### config.mk
export PLATFORM = sky130hd
export DESIGN_NAME = ogi_queue
export DESIGN_NICKNAME = d
export VERILOG_FILES = /design/src/hw/rtl/ogi_pkg.sv /design/src/hw/rtl/ogi_queue.sv
export SDC_FILE = /design/constraint.sdc
export NUM_CORES = 1
export LEC_CHECK = 0
export ABC_AREA = 1
export BUFFER_PORTS_ARGS = -buffer_cell sky130_fd_sc_hd__buf_4
export CORE_AREA = 2 2 39 41
export DETAILED_ROUTE_END_ITERATION = 16
export DIE_AREA = 0 0 41 43
export GPL_ROUTABILITY_DRIVEN = 1
export SYNTH_ARGS = -nofsm -noshare
export SYNTH_HDL_FRONTEND = slang
export SYNTH_SLANG_ARGS = --single-unit
export TNS_END_PERCENT = 20
### constraint.sdc
create_clock -name clk_i -period 1.42 [get_ports clk_i]
set_clock_uncertainty 0.2 [all_clocks]
set_input_delay 0.142 -clock clk_i [delete_from_list [all_inputs] [get_ports clk_i]]
set_output_delay 0.142 -clock clk_i [all_outputs]
set_load 0.03 [all_outputs]
### src/hw/rtl/ogi_pkg.sv
// ----------------------------------------------------------------------------
// ogi_pkg
// shared types and constants for the occupancy grid inflation block
// ----------------------------------------------------------------------------
package ogi_pkg;

  localparam int MAX_WIDTH  = 1024;
  localparam int MAX_RADIUS = 15;
  localparam int RING_DEPTH = (2 * MAX_RADIUS + 1) * MAX_WIDTH;
  localparam int RING_AW    = $clog2(RING_DEPTH);
  localparam int WIDTH_W    = $clog2(MAX_WIDTH + 1);
  localparam int COL_W      = $clog2(MAX_WIDTH);
  localparam int RAD_W      = 4;
  localparam int PEND_W     = 15;
  localparam int ROW_W      = 16;
  localparam int OFS_W      = 17;

  localparam logic [1:0] CFG_MAP_WIDTH = 2'd0;
  localparam logic [1:0] CFG_RADIUS    = 2'd1;
  localparam logic [1:0] CFG_DISC      = 2'd2;

  localparam logic [7:0] FREE_MAX = 8'd50;
  localparam logic [7:0] WALL_MAX = 8'd100;
  localparam logic signed [7:0] OUT_WALL    = 8'sd100;
  localparam logic signed [7:0] OUT_FREE    = 8'sd0;
  localparam logic signed [7:0] OUT_UNKNOWN = -8'sd1;

  typedef enum logic [1:0] {
    CLS_FREE    = 2'd0,
    CLS_WALL    = 2'd1,
    CLS_UNKNOWN = 2'd2
  } cls_e;

  typedef enum logic {
    FUNC_CELL  = 1'b0,
    FUNC_DRAIN = 1'b1
  } func_e;

  typedef enum logic [2:0] {
    ST_IDLE,
    ST_SELF,
    ST_SELFW,
    ST_ROW,
    ST_PIX,
    ST_PIXW,
    ST_DONE
  } state_e;

  typedef struct packed {
    logic              func;
    logic signed [7:0] cell_value;
  } in_item_t;

  typedef struct packed {
    logic signed [7:0] cell_out;
    logic              last;
  } out_item_t;

  typedef struct packed {
    func_e func;
    cls_e  cls;
  } job_t;

endpackage

### src/hw/rtl/ogi_queue.sv
// ----------------------------------------------------------------------------
// ogi_queue
// two-entry queue between classifier and dilation engine
// ----------------------------------------------------------------------------
module ogi_queue import ogi_pkg::*; (
  input  logic clk_i,
  input  logic rst_ni,
  input  logic push_i,
  input  job_t wdata_i,
  input  logic pop_i,
  output job_t rdata_o,
  output logic full_o,
  output logic empty_o
);

  job_t       mem_q [2];
  logic       wr_q, rd_q;
  logic [1:0] cnt_q;

  assign full_o  = (cnt_q == 2'd2);
  assign empty_o = (cnt_q == 2'd0);
  assign rdata_o = mem_q[rd_q];

  always_ff @(posedge clk_i) begin
    if (push_i) begin
      mem_q[wr_q] <= wdata_i;
    end
  end

  always_ff @(posedge clk_i or negedge rst_ni) begin
    if (!rst_ni) begin
      wr_q  <= 1'b0;
      rd_q  <= 1'b0;
      cnt_q <= 2'd0;
    end else begin
      if (push_i) begin
        wr_q <= ~wr_q;
      end
      if (pop_i) begin
        rd_q <= ~rd_q;
      end
      cnt_q <= cnt_q + 2'(push_i) - 2'(pop_i);
    end
  end

endmodule

======== Word-level counts from Yosys, hierarchy flattened ========
Memory sizes are Yosys's and may differ from the RTL's.
Cells that the tools add are included.
storage, ports and cells
  word-level logic and storage cells ...... 12
  memories ................................ 1
  register bits after elaboration ......... 4
  output and inout port bits .............. 5
  memory bits (writable) .................. 6
  bits of input ports ..................... 7
memory list
  name   words  width  read ports  clocked after Yosys merged registers in  wr ports  line             source
  mem_q  2      3      1           0                                        1         ogi_queue.sv:16  job_t mem_q [2];
operators by class
  muxes and demuxes ....................... 2
  $add $sub $neg .......................... 2
  bitwise operators ....................... 2
  reduce and logical (&&, ||, !) cells .... 1
  eq/ne operators ......................... 1
operator list
  operator            count
  $add 2x1->2         1
  $eq 2x2->1 const B  1
  $logic_not 2->1     1
  $mux 1              2
  $not 1->1           2
  $sub 2x1->2         1

======== Longest topological paths before layout ========
  word-level depth ........................ 2
  gate-level depth with buffers ........... 7
  mapped depth without buffers ............ 7

======== Worst setup path after synthesis ========
No wires, ideal clock.
  path type ............................... register to output
  start point ............................. register rd_q
  end point ............................... output port rdata_o[0] (netlist bit)
  cell stages (with the launch flop) ...... 2
  arrival time ............................ 1,129 ps
  path buffers ............................ 0
  setup slack ............................. -51 ps
  required time ........................... 1,078 ps
  path through ............................ dfrtp_1 -> o21ai_0
RTL lines
  element                   line             source
  start: declaration        ogi_queue.sv:17  logic wr_q, rd_q;
  start signal: assignment  ogi_queue.sv:40  rd_q <= ~rd_q;
  end: declaration          ogi_queue.sv:11  output job_t rdata_o,

==> impl_metrics.tcl <==
set metrics [dict create \
    p_clk_share_pct 17.0 \
    post_drt_wl_per_cell_um 9.14 \
    outcome "finished with violations" \
    antenna_found_initial 0 \
    grt_max_degree 8 \
    die_height_um 43 \
    syn_nets 49 \
    p_sw_uw 475 \
    hold_ws_ps -3.49 \
    fmax_ghz 0.725 \
    drv_slew 0 \
    syn_inst 40 \
    rows 14 \
    powerDensity_nw_per_um2 1920 \
    final_common_cell "buf_4" \
    antenna_left 0 \
    slew_headroom_pct 81.7 \
    violations "negative hold slack" \
    utilization_pct 45.0 \
    peakVddDrop_uv 625 \
    crit_path_end_kind "output pin" \
    r2r-start "cnt_q[0]" \
    reg2reg_depth 6 \
    ys_ff_latch 10 \
    grt_pass1_vias 280 \
    initial_core_util_pct 30.7 \
    die_area_um2 1760 \
    grt_first_pass_wirelength_um 1130 \
    cts_tree "built" \
    layout_common_cells "buf_4 (12), inv_1 (10), nand2_1 (9), dlygate4sd3_1 (6), edfxtp_1 (6)" \
    setup_viol 0 \
    swShare_pct 39.7 \
    r2r-end "cnt_q[1]" \
    grt.total_usage_pct 10.6 \
    io_pins 12 \
    rsz0062_at_grt "no" \
    dp_hpwl_um 484 \
    place_congestion 0.692 \
    drive_gt1_share_pct 25.8 \
    tns_ps 0 \
    first_iter_violations 7 \
    r2r_slack_ps 100 \
    drc 0 \
    clock_latency_ps 270 \
    synthDistinctLibCells 9 \
    ys_seq_area_share_pct 65.9 \
    worstPathRequired_ps 1080 \
    die_x_um 41 \
    coreArea_um2 1380 \
    grt_overflow_total 0 \
    comb_power_share_pct 42.8 \
    cp.arrival_ps 1040 \
    hp-class "in -> async" \
    area_growth_pct 46.5 \
    critPathMaxFanout 7 \
    cp-start-kind "register" \
    wl_um 713 \
    cts-buffers-inserted 3 \
    final-hold-violation-count 1 \
    nets 72 \
    antennaDiodeCount 0 \
    io_buffers 11 \
    period_needed_ps 1380 \
    min_period_over_period_pct 97.1 \
    worst_pin_slew_ps 273 \
    cap_violations 0 \
    avgSynthCellArea_um2 10.6 \
    crit_type "reg -> out" \
    ys_warn_count 0 \
    vias 316 \
    clockBufferDepth 2 \
    cts.sinks 10 \
    clk_pin_slew_ps 70 \
    root_buffer "clkbuf_4" \
    dr.pass1.iters 4 \
    leakagePower_nw 0.311 \
    syn_area_um2 425 \
    seqPwrFrac_pct 40.2 \
    viasPerCell 4.05 \
    internal_power_uw 722 \
    htreeDepth 1 \
]
==> cells in the mapped netlist <==
master,instances,area [um^2]
dfrtp_1,4,100
edfxtp_1,6,180
ha_1,2,25.0
inv_1,10,37.5
nand2_1,9,33.8
nand3_1,1,5.00
nor2_1,3,11.3
o21ai_0,3,15.0
xor2_1,2,17.5
==> power by group through the flow <==
| stage | registers, mW | logic, mW | clock network, mW |
|---|---|---|---|
| 3_5_place_dp | 0.483 | 0.469 | 0 |
| 5_1_grt | 0.492 | 0.566 | 0.219 |
| 6_report | 0.481 | 0.512 | 0.204 |
| 3_3_place_gp | 0.481 | 0.469 | 0 |
| 4_1_cts | 0.482 | 0.509 | 0.207 |
| 2_1_floorplan | 0.465 | 0.318 | 0 |
==> area by class of cell <==
class | count | area [um^2]
multi-input combinational | 20 | 108
clock inverter | 1 | 3.75
sequential | 10 | 282
tap | 16 | 20.0
inverter | 10 | 37.5
fill | 144 | 761
timing repair buffer | 18 | 150
clock buffer | 3 | 22.5
==> critical path: stages (launching register included) <==
cell	delay [ps]
dfrtp_2	450
o21ai_1	140
buf_4	170
==> repair_timing <==
item	CTS	global route
setup endpoints to repair	3	2
setup buffers	1	0
pin swaps	0	1
gates resized for setup	3	1
hold endpoints to repair	13	0
hold buffers	6	0
==> cells by family after synthesis <==
| logic type | synth area share, % |
|---|---|
| xor+xnor | 4.12 |
| flops | 65.9 |
| simple gates | 11.8 |
| buf+inv | 8.82 |
| fa+ha+maj | 5.88 |
| compound gates | 3.53 |
==> per-layer routing <==
layer,up-vias,track usage [%],wire (um)
li1,165,-,-
met1,139,11.9,293
met2,8,15.0,364
met3,4,1.57,22
met4,0,12.0,33
met5,-,0,0
==> worst max path at each step <==
stage                 endpoint      from  slack (ps)
CTS                 rdata_o[1]      rd_q           8
global placement      cnt_q[1]  cnt_q[0]         120
floorplan           rdata_o[0]      rd_q         -50
detailed placement    cnt_q[1]  cnt_q[0]         110
global route          cnt_q[1]  cnt_q[0]           3
finish              rdata_o[0]      rd_q          40
==> state kept, by name, indices dropped and copies added (netlist names) <==
| register | flops |
|---|---|
| wr_q | 1 |
| rd_q | 1 |
| cnt_q | 2 |
| mem_q | 6 |
==> stage by stage <==
step | instances | instance area [um^2] | setup WS, ps | power, mW
after floorplan | 40 | 425 | -50.8 | 0.783
after global placement | 67 | 528 | 120 | 0.950
after detailed placement | 67 | 528 | 113 | 0.952
after CTS | 78 | 623 | 7.97 | 1.20
after global routing | 78 | 623 | 3.20 | 1.28
final | 78 | 623 | 41.1 | 1.20
Note: power is estimated with default switching activity, not from simulation.
